==> config.mk <==
export PLATFORM = sky130hd
export DESIGN_NAME = frame_header_deframer
export DESIGN_NICKNAME = d
export VERILOG_FILES = /design/src/sv/fhd_pkg.sv /design/src/sv/fhd_front.sv /design/src/sv/fhd_back.sv /design/src/sv/frame_header_deframer.sv
export SDC_FILE = /design/constraint.sdc
export NUM_CORES = 1
export LEC_CHECK = 0
export ABC_AREA = 1
export BUFFER_PORTS_ARGS = -buffer_cell sky130_fd_sc_hd__buf_2
export CAP_MARGIN = 10
export CORE_MARGIN = 2
export CORE_UTILIZATION = 45
export CTS_CLUSTER_SIZE = 20
export DETAILED_ROUTE_END_ITERATION = 8
export PLACE_DENSITY = 0.62
export REMOVE_ABC_BUFFERS = 1
export SLEW_MARGIN = 20
export SYNTH_ARGS = -nofsm -noshare
export SYNTH_HDL_FRONTEND = slang
export SYNTH_SLANG_ARGS = --single-unit
==> constraint.sdc <==
create_clock -name clk -period 23.4 [get_ports clk]
set_input_delay 7.02 -clock clk [delete_from_list [all_inputs] [get_ports clk]]
set_output_delay 7.02 -clock clk [all_outputs]
set_load 0.01 [all_outputs]
==> src/sv/fhd_pkg.sv <==
// ----------------------------------------------------------------------------
// fhd_pkg
// Shared types and constants for the frame header deframer: parse phases,
// result kinds, status codes and the queue entry passed from front to back.
// ----------------------------------------------------------------------------
package fhd_pkg;

  localparam int unsigned HDR_LEN   = 16;
  localparam int unsigned CNT_W     = 4;
  localparam int unsigned HDR_BITS  = HDR_LEN * 8;
  localparam int unsigned TOTAL_W   = 33;

  // Configuration register indexes
  localparam logic [1:0] CFG_MAGIC   = 2'd0;
  localparam logic [1:0] CFG_VERSION = 2'd1;
  localparam logic [1:0] CFG_MAXLEN  = 2'd2;
  localparam logic [1:0] CFG_TYPES   = 2'd3;

  localparam logic [CNT_W-1:0] LAST_HDR_IDX = CNT_W'(HDR_LEN - 1);

  typedef enum logic [1:0] {
    PH_HEADER  = 2'd0,
    PH_PAYLOAD = 2'd1,
    PH_DROP    = 2'd2
  } phase_t;

  typedef enum logic [1:0] {
    KIND_VERDICT = 2'd0,
    KIND_PAYLOAD = 2'd1,
    KIND_SHORT   = 2'd2
  } kind_t;

  typedef enum logic [2:0] {
    ST_COMPLETE    = 3'd0,
    ST_NEED_MORE   = 3'd1,
    ST_BAD_MAGIC   = 3'd2,
    ST_BAD_VERSION = 3'd3,
    ST_UNKNOWN     = 3'd4,
    ST_TOO_LARGE   = 3'd5,
    ST_HEADER_OK   = 3'd6
  } status_t;

  // One result as queued between front and back
  typedef struct packed {
    kind_t        kind;
    status_t      status;
    logic [7:0]   data;
    logic         last;
    logic         hdr;        // header fields are valid for this result
    logic         zero_total; // error verdict: needed total reads zero
    logic [15:0]  msg_type;
    logic [31:0]  req_id;
    logic [31:0]  pay_len;
  } entry_t;

  // Push request from front to back: up to two results per beat
  typedef struct packed {
    logic v0;
    logic v1;
  } push_t;

endpackage

==> src/sv/fhd_front.sv <==
// ----------------------------------------------------------------------------
// fhd_front
// Accepts stream bytes, collects the header, checks it against the
// configuration and classifies each byte into zero, one or two results.
// ----------------------------------------------------------------------------
module fhd_front
  import fhd_pkg::*;
(
  input  logic        clk,
  input  logic        rst_n,
  input  logic        accept,
  input  logic [7:0]  byte_value,
  input  logic        buffer_end,
  input  logic        cfg_we,
  input  logic [1:0]  cfg_index,
  input  logic [63:0] cfg_wdata,
  output push_t       push,
  output entry_t      entry0,
  output entry_t      entry1
);

  logic [31:0] magic_r;
  logic [15:0] version_r;
  logic [31:0] max_len_r;
  logic [63:0] type_mask_r;

  phase_t              phase_r, phase_nxt;
  logic [CNT_W-1:0]    cnt_r, cnt_nxt;
  logic [31:0]         rem_r, rem_nxt;
  logic [HDR_BITS-9:0] hdr_r, hdr_nxt;
  logic [15:0]         type_r, type_nxt;
  logic [31:0]         rid_r, rid_nxt;
  logic [31:0]         len_r, len_nxt;

  logic [HDR_BITS-1:0] full_hdr;
  logic [31:0]         f_magic;
  logic [15:0]         f_version;
  logic [15:0]         f_type;
  logic [31:0]         f_rid;
  logic [31:0]         f_len;
  status_t             verdict;

  // Configuration registers
  always_ff @(posedge clk) begin
    if (!rst_n) begin
      magic_r     <= '0;
      version_r   <= 16'd1;
      max_len_r   <= 32'd65536;
      type_mask_r <= 64'h3F_FFFF;
    end else if (cfg_we) begin
      unique case (cfg_index)
        CFG_MAGIC:   magic_r     <= cfg_wdata[31:0];
        CFG_VERSION: version_r   <= cfg_wdata[15:0];
        CFG_MAXLEN:  max_len_r   <= cfg_wdata[31:0];
        CFG_TYPES:   type_mask_r <= cfg_wdata;
        default:     magic_r     <= magic_r;
      endcase
    end
  end

  // Split the header as it stands with the current byte appended
  assign full_hdr  = {hdr_r, byte_value};
  assign f_magic   = full_hdr[127:96];
  assign f_version = full_hdr[95:80];
  assign f_type    = full_hdr[79:64];
  assign f_rid     = full_hdr[63:32];
  assign f_len     = full_hdr[31:0];

  // Check in order: magic, version, known type, payload limit
  always_comb begin
    priority if (f_magic != magic_r)                 verdict = ST_BAD_MAGIC;
    else if (f_version != version_r)                 verdict = ST_BAD_VERSION;
    else if ((f_type[15:6] != '0) || !type_mask_r[f_type[5:0]])
                                                     verdict = ST_UNKNOWN;
    else if (f_len > max_len_r)                      verdict = ST_TOO_LARGE;
    else if (f_len == '0)                            verdict = ST_COMPLETE;
    else                                             verdict = ST_HEADER_OK;
  end

  // Classify the accepted beat
  always_comb begin
    phase_nxt = phase_r;
    cnt_nxt   = cnt_r;
    rem_nxt   = rem_r;
    hdr_nxt   = hdr_r;
    type_nxt  = type_r;
    rid_nxt   = rid_r;
    len_nxt   = len_r;
    push      = '0;

    entry0            = '0;
    entry0.msg_type   = type_r;
    entry0.req_id     = rid_r;
    entry0.pay_len    = len_r;
    entry0.kind       = KIND_SHORT;
    entry0.status     = ST_NEED_MORE;
    entry1            = '0;
    entry1.msg_type   = type_r;
    entry1.req_id     = rid_r;
    entry1.pay_len    = len_r;
    entry1.kind       = KIND_SHORT;
    entry1.status     = ST_NEED_MORE;
    entry1.hdr        = 1'b1;

    if (accept) begin
      unique case (phase_r)
        PH_DROP: begin
          // drop bytes up to the end of the buffer
          if (buffer_end) begin
            phase_nxt = PH_HEADER;
            cnt_nxt   = '0;
          end
        end
        PH_PAYLOAD: begin
          rem_nxt      = rem_r - 32'd1;
          push.v0      = 1'b1;
          entry0.kind  = KIND_PAYLOAD;
          entry0.data  = byte_value;
          entry0.hdr   = 1'b1;
          if (rem_r == 32'd1) begin
            entry0.status = ST_COMPLETE;
            entry0.last   = 1'b1;
            phase_nxt     = PH_HEADER;
            cnt_nxt       = '0;
          end else begin
            entry0.status = ST_NEED_MORE;
            push.v1       = buffer_end;
          end
        end
        default: begin
          // header collection, also taken for the unused phase code
          phase_nxt = PH_HEADER;
          hdr_nxt   = full_hdr[HDR_BITS-9:0];
          if (cnt_r != LAST_HDR_IDX) begin
            cnt_nxt = cnt_r + CNT_W'(1);
            push.v0 = buffer_end;
          end else begin
            cnt_nxt         = '0;
            type_nxt        = f_type;
            rid_nxt         = f_rid;
            len_nxt         = f_len;
            push.v0         = 1'b1;
            entry0.kind     = KIND_VERDICT;
            entry0.status   = verdict;
            entry0.hdr      = 1'b1;
            entry0.msg_type = f_type;
            entry0.req_id   = f_rid;
            entry0.pay_len  = f_len;
            entry1.msg_type = f_type;
            entry1.req_id   = f_rid;
            entry1.pay_len  = f_len;
            unique case (verdict)
              ST_HEADER_OK: begin
                rem_nxt   = f_len;
                phase_nxt = PH_PAYLOAD;
                push.v1   = buffer_end;
              end
              ST_COMPLETE: begin
                entry0.last = 1'b1;
              end
              default: begin
                entry0.last       = 1'b1;
                entry0.zero_total = 1'b1;
                phase_nxt         = buffer_end ? PH_HEADER : PH_DROP;
              end
            endcase
          end
        end
      endcase
    end
  end

  // Control state
  always_ff @(posedge clk) begin
    if (!rst_n) begin
      phase_r <= PH_HEADER;
      cnt_r   <= '0;
      rem_r   <= '0;
    end else begin
      phase_r <= phase_nxt;
      cnt_r   <= cnt_nxt;
      rem_r   <= rem_nxt;
    end
  end

  // Header bytes and latched header fields
  always_ff @(posedge clk) begin
    hdr_r  <= hdr_nxt;
    type_r <= type_nxt;
    rid_r  <= rid_nxt;
    len_r  <= len_nxt;
  end

endmodule

==> src/sv/fhd_back.sv <==
// ----------------------------------------------------------------------------
// fhd_back
// Result queue between the byte classifier and the output channel; formats
// the head entry into the result fields and hands it out one beat at a time.
// ----------------------------------------------------------------------------
module fhd_back
  import fhd_pkg::*;
(
  input  logic                 clk,
  input  logic                 rst_n,
  input  push_t                push,
  input  entry_t               entry0,
  input  entry_t               entry1,
  output logic                 room,
  output logic                 out_valid,
  input  logic                 out_ready,
  output logic [1:0]           out_item_kind,
  output logic [2:0]           out_status,
  output logic [15:0]          out_message_type,
  output logic [31:0]          out_req_ident,
  output logic [31:0]          out_payload_length,
  output logic [TOTAL_W-1:0]   out_needed_total,
  output logic [7:0]           out_data_byte,
  output logic                 out_frame_last
);

  localparam int unsigned DEPTH = 4;
  localparam int unsigned PTR_W = $clog2(DEPTH);

  entry_t             mem [DEPTH];
  logic [PTR_W-1:0]   wr_r, wr_nxt;
  logic [PTR_W-1:0]   rd_r, rd_nxt;
  logic [PTR_W:0]     cnt_r, cnt_nxt;
  logic [PTR_W-1:0]   wr_p1;
  logic               pop;
  entry_t             head;

  assign wr_p1     = wr_r + PTR_W'(1);
  assign out_valid = (cnt_r != '0);
  assign pop       = out_valid && out_ready;
  // take a byte only while two slots are free
  assign room      = (cnt_r <= (PTR_W+1)'(DEPTH - 2));

  // Advance pointers and fill level
  always_comb begin
    wr_nxt  = wr_r;
    rd_nxt  = rd_r;
    cnt_nxt = cnt_r;
    if (push.v0 && push.v1) begin
      wr_nxt  = wr_r + PTR_W'(2);
      cnt_nxt = cnt_nxt + (PTR_W+1)'(2);
    end else if (push.v0) begin
      wr_nxt  = wr_p1;
      cnt_nxt = cnt_nxt + (PTR_W+1)'(1);
    end
    if (pop) begin
      rd_nxt  = rd_r + PTR_W'(1);
      cnt_nxt = cnt_nxt - (PTR_W+1)'(1);
    end
  end

  always_ff @(posedge clk) begin
    if (!rst_n) begin
      wr_r  <= '0;
      rd_r  <= '0;
      cnt_r <= '0;
    end else begin
      wr_r  <= wr_nxt;
      rd_r  <= rd_nxt;
      cnt_r <= cnt_nxt;
    end
  end

  // Store queued results
  always_ff @(posedge clk) begin
    if (push.v0) begin
      mem[wr_r] <= entry0;
    end
    if (push.v0 && push.v1) begin
      mem[wr_p1] <= entry1;
    end
  end

  // Format the head entry
  assign head               = mem[rd_r];
  assign out_item_kind      = head.kind;
  assign out_status         = head.status;
  assign out_data_byte      = head.data;
  assign out_frame_last     = head.last;
  assign out_message_type   = head.hdr ? head.msg_type : '0;
  assign out_req_ident      = head.hdr ? head.req_id : '0;
  assign out_payload_length = head.hdr ? head.pay_len : '0;

  always_comb begin
    priority if (head.zero_total) out_needed_total = '0;
    else if (head.hdr)            out_needed_total = TOTAL_W'(head.pay_len)
                                                     + TOTAL_W'(HDR_LEN);
    else                          out_needed_total = TOTAL_W'(HDR_LEN);
  end

endmodule

==> src/sv/frame_header_deframer.sv <==
// ----------------------------------------------------------------------------
// frame_header_deframer
// Length-prefixed frame deframer: collects a 16-byte header from a byte
// stream, checks it, reports a verdict and passes payload bytes through.
// ----------------------------------------------------------------------------
// Bytes are taken one per cycle while the queue has room. A byte yields
// zero, one or two results (a payload or header byte that closes a buffer
// early adds a need-more result); results go into a four-entry queue and
// leave one per cycle while out_ready is high, so the sustained rate is
// one byte per cycle while each byte gives at most one result, and the
// input ready drops whenever more than two results are queued. Header
// checks and the payload countdown sit in the front classifier; the
// single output port of the queue sets the result rate.
module frame_header_deframer
  import fhd_pkg::*;
(
  input  logic                clk,
  input  logic                rst_n,
  input  logic                in_valid,
  output logic                in_ready,
  input  logic [7:0]          in_byte_value,
  input  logic                in_buffer_end,
  output logic                out_valid,
  input  logic                out_ready,
  output logic [1:0]          out_item_kind,
  output logic [2:0]          out_status,
  output logic [15:0]         out_message_type,
  output logic [31:0]         out_req_ident,
  output logic [31:0]         out_payload_length,
  output logic [TOTAL_W-1:0]  out_needed_total,
  output logic [7:0]          out_data_byte,
  output logic                out_frame_last,
  input  logic                cfg_we,
  input  logic [1:0]          cfg_index,
  input  logic [63:0]         cfg_wdata
);

  push_t  push;
  entry_t entry0;
  entry_t entry1;
  logic   room;
  logic   accept;

  assign in_ready = room;
  assign accept   = in_valid && room;

  fhd_front u_front (
    .clk        (clk),
    .rst_n      (rst_n),
    .accept     (accept),
    .byte_value (in_byte_value),
    .buffer_end (in_buffer_end),
    .cfg_we     (cfg_we),
    .cfg_index  (cfg_index),
    .cfg_wdata  (cfg_wdata),
    .push       (push),
    .entry0     (entry0),
    .entry1     (entry1)
  );

  fhd_back u_back (
    .clk                (clk),
    .rst_n              (rst_n),
    .push               (push),
    .entry0             (entry0),
    .entry1             (entry1),
    .room               (room),
    .out_valid          (out_valid),
    .out_ready          (out_ready),
    .out_item_kind      (out_item_kind),
    .out_status         (out_status),
    .out_message_type   (out_message_type),
    .out_req_ident      (out_req_ident),
    .out_payload_length (out_payload_length),
    .out_needed_total   (out_needed_total),
    .out_data_byte      (out_data_byte),
    .out_frame_last     (out_frame_last)
  );

endmodule
==> results by group <==
Setup path
  • Crit-path most repeated cell: nand2_1
  • CP Cell Sequence: inv_4 -> buf_4 -> nand2_1 -> a32oi_1 -> ha_1 -> nand2_1 -> inv_1 -> nand3_1 -> nor2_1 -> nand2_1 -> nor2_2 -> nand3_1 -> nor4_2 -> nand2_1 -> nor2_1 -> nand3_1 -> nand2_1 -> nor2_1 -> buf_2
  • Max incr delay on CP: 0.86 ns
  • Critical path launch point type: register
  • Cell family with most CP delay: buffers and inverters
  • Slowest cell on the critical path: buf_4
  • Crit path arrival time: 5.32 ns
  • CP Depth: 19
  • R2r setup slk: 18.52 ns
  • Crit path max fanout: 105
  • Crit path kind: register to output port
  • Worst path bufs/invs: 4
  • Worst reg2reg path depth: 17
  • Critical Path Sink Type: output port
  • Required @ worst endpoint: 16.38 ns

Timing
  • Final setup viols: 0
  • Fin. Hold Viols: 0
  • Worst slew margin: 0.250
  • Total Neg Setup Slack: 0 ns
  • Final Skew: 0.0509 ns
  • Final Worst Setup Slack: 11.06 ns
  • Worst Tran Pin Value: 1.13 ns
  • Max-slew violation count: 0
  • Tmin final: 12.34 ns
  • Unrepaired setup endpoints after global routing: no
  • Post-route clock period utilization: 0.527
  • Fmax: 0.0810 GHz

Clock network
  • Clock-pin slew on the worst setup and hold paths: 0.06 ns
  • CTS resizes: 0
  • Clock sink count: 775
  • Post-CTS Hold Buffers: 0
  • Max Root-Sink Buffers: 3
  • TritonCTS buffer count: 80
  • Clock Latency Late Sink: 0.64 ns
  • Clk root buf: clkbuf_16
  • Post-CTS setup buffer count: 0
  • Htree depth: 3
  • TritonCTS clock tree: done

Place
  • DP Area: 36200 sq um
  • Placed cell count: 4712
  • DP Worst Slack: 11.72 ns
  • Number of I/O port buffers: 208
  • DP HPWL: 56.0 mm
  • Final GP Congestion: 0.849

Worst hold path
  • Hold depth: 2
  • Hold/Removal Path Class: register to register

Synthesis
  • Yosys cell types: 55
  • Number of synthesized flops with an enable pin: 520
  • Mean Syn Cell Area: 9.51 sq um
  • Synth area leader: edfxtp_1
  • Asr flop ratio synth: 0
  • Sequential area share after synthesis: 0.597
  • Ranking of synthesized cells by area: edfxtp_1 (45%), dfxtp_1 (15%), nor2_1 (8.6%)
  • Synthesized instance count: 3651
  • Synth top area share: 0.450
  • Most common cell in the netlist: nor2_1
  • Top FF cell, synth: edfxtp_1
  • Yosys warnings: 0
  • Synth top cells by count: nor2_1 (797), nand2_1 (547), edfxtp_1 (520), o21ai_0 (366), dfxtp_1 (255)
  • FF+latch count, synth: 775
  • Mapped Area: 34700 sq um

Finish
  • Final nets: 3895
  • Area grow syn2layout: 12.1%
  • Share of post-route cells with drive strength above 1: 0.105
  • Final Non-Filler Cells: 4864
  • Fin area: 38900 sq um
  • Fill count: 7036
  • Final Util: 0.511

Die
  • Num rows: 101
  • I/O pin cnt: 209
  • Vert. Die Dim: 282 um
  • Core Region: 76200 sq um
  • Die footprint: 79400 sq um
  • Die X: 282 um
  • Initial Util: 0.456

GRT
  • Total GRT Usage: 0.230
  • Initial antenna violation count: 3
  • Pin count of the biggest net entering global routing: 161
  • Vias in the first global route: 24165
  • GRT overflow: 0
  • Global-route wire length before repair: 141 mm

Drt
  • Post-route ant nets: 0
  • Via count: 25981
  • 1st-iter DRT viols: 2041
  • DR pass1 iterations: 5
  • Post-DR wirelength/cell: 19.1 um
  • Total Routed Length: 92.9 mm
  • DRC Markers: 0
  • Vias per cell: 5.34

Pwr
  • P_leak: 15.8 nW
  • PwrDens: 113 nW/um^2
  • Worst vdd ir: 0.0832 mV

Run
  • Max cap viols: 0

Status
  • Run status: completed
[area by class of cell]
| class | instances | area [sq um] | area share |
|---|---|---|---|
| clock buffers | 97 | 2120 | 0.0544 |
| flip-flops and latches | 775 | 20700 | 0.533 |
| well taps | 1030 | 1290 | 0.0331 |
| repair buffers | 236 | 1270 | 0.0325 |
| clock inverters | 53 | 626 | 0.0161 |
| diodes | 2 | 5.00 | 0.000129 |
| multi-input cells | 2408 | 11900 | 0.305 |
| inverters | 263 | 1010 | 0.0259 |
[layout by cell type, fill, tap and decap left out, types with 6 or more instances in the layout]
master / n
a211oi_1: 7
a21oi_1: 121
a31oi_1: 16
a32oi_1: 16
buf_2: 207
buf_4: 28
bufinv_16: 11
clkbuf_1: 13
clkbuf_16: 81
clkinv_1: 23
clkinv_2: 13
dfxtp_1: 253
edfxtp_1: 520
ha_1: 51
inv_1: 243
inv_2: 6
inv_4: 6
mux2i_1: 64
nand2_1: 547
nand2_4: 8
nand3_1: 130
nand4_1: 23
nor2_1: 793
nor3_1: 23
nor4_1: 17
o211ai_1: 46
o21ai_0: 366
o22ai_1: 70
xnor2_1: 20
xor2_1: 42
[path summary, 6_finish.rpt]
check                                             start                      end
worst max register to register        u_front.hdr_r[57]        u_back.mem[1][63]
worst min register to register  u_front.type_mask_r[11]  u_front.type_mask_r[11]
worst min-delay path            u_front.type_mask_r[11]  u_front.type_mask_r[11]
worst max-delay path                           register     out_needed_total[30]
[worst min-delay path, delay by kind of cell, from the launching register on]
| kind | cells | cell delay, ns |
|---|---|---|
| flops | 1 | 0.33 |
| simple gates | 2 | 0.10 |
[cells by family (layout without fill, tap and decap cells)]
| family | count (synthesis) | after routing | synth area share |
|---|---|---|---|
| and+or+nand+nor | 1569 | 1569 | 0.183 |
| buffers and inverters | 468 | 649 | 0.0618 |
| muxes | 64 | 64 | 0.0185 |
| DFF | 775 | 775 | 0.597 |
| xor gates and xnor gates | 62 | 62 | 0.0156 |
| other | 0 | 2 | 0 |
| adders and majority gates | 51 | 51 | 0.0184 |
| AOI/OAI and AO/OA | 662 | 662 | 0.106 |
[layer usage]
layer  GRT usage  wire length [um]  vias to the layer above
met3      0.0308              5690                      131
met2       0.372             43400                      746
met5           0                12                        -
li1            -                 -                    12589
met1       0.320             41400                    12513
met4      0.0752              2410                        2
[metrics by stage]
stage | total power [mW] | hold WS, ns
2_1_floorplan | 2.60 | 0.429
3_3_place_gp | 3.08 | 0.440
3_5_place_dp | 3.09 | 0.442
4_1_cts | 4.41 | 0.458
5_1_grt | 4.61 | 0.477
6_report | 4.39 | 0.455
[report_power, final]
part	leakage, nW	switching, mW	internal [mW]
logic	7.41	0.805	0.348
clock network	1.33	0.553	0.775
registers	7.03	0.176	1.73
[registers in the layout (all words and copies together) (netlist names), named ones only]
signal and flops:
u_back.wr_r 2, u_back.rd_r 2, u_front.rem_r 32, u_front.magic_r 32
u_front.cnt_r 4, u_back.cnt_r 3, u_front.phase_r 2, u_front.type_mask_r 64
u_front.len_r 32, u_front.type_r 16, u_front.max_len_r 32, u_front.hdr_r 120
u_front.version_r 16, u_front.rid_r 32, u_back.mem 384
No activity file was read; power rests on OpenSTA's default activity.
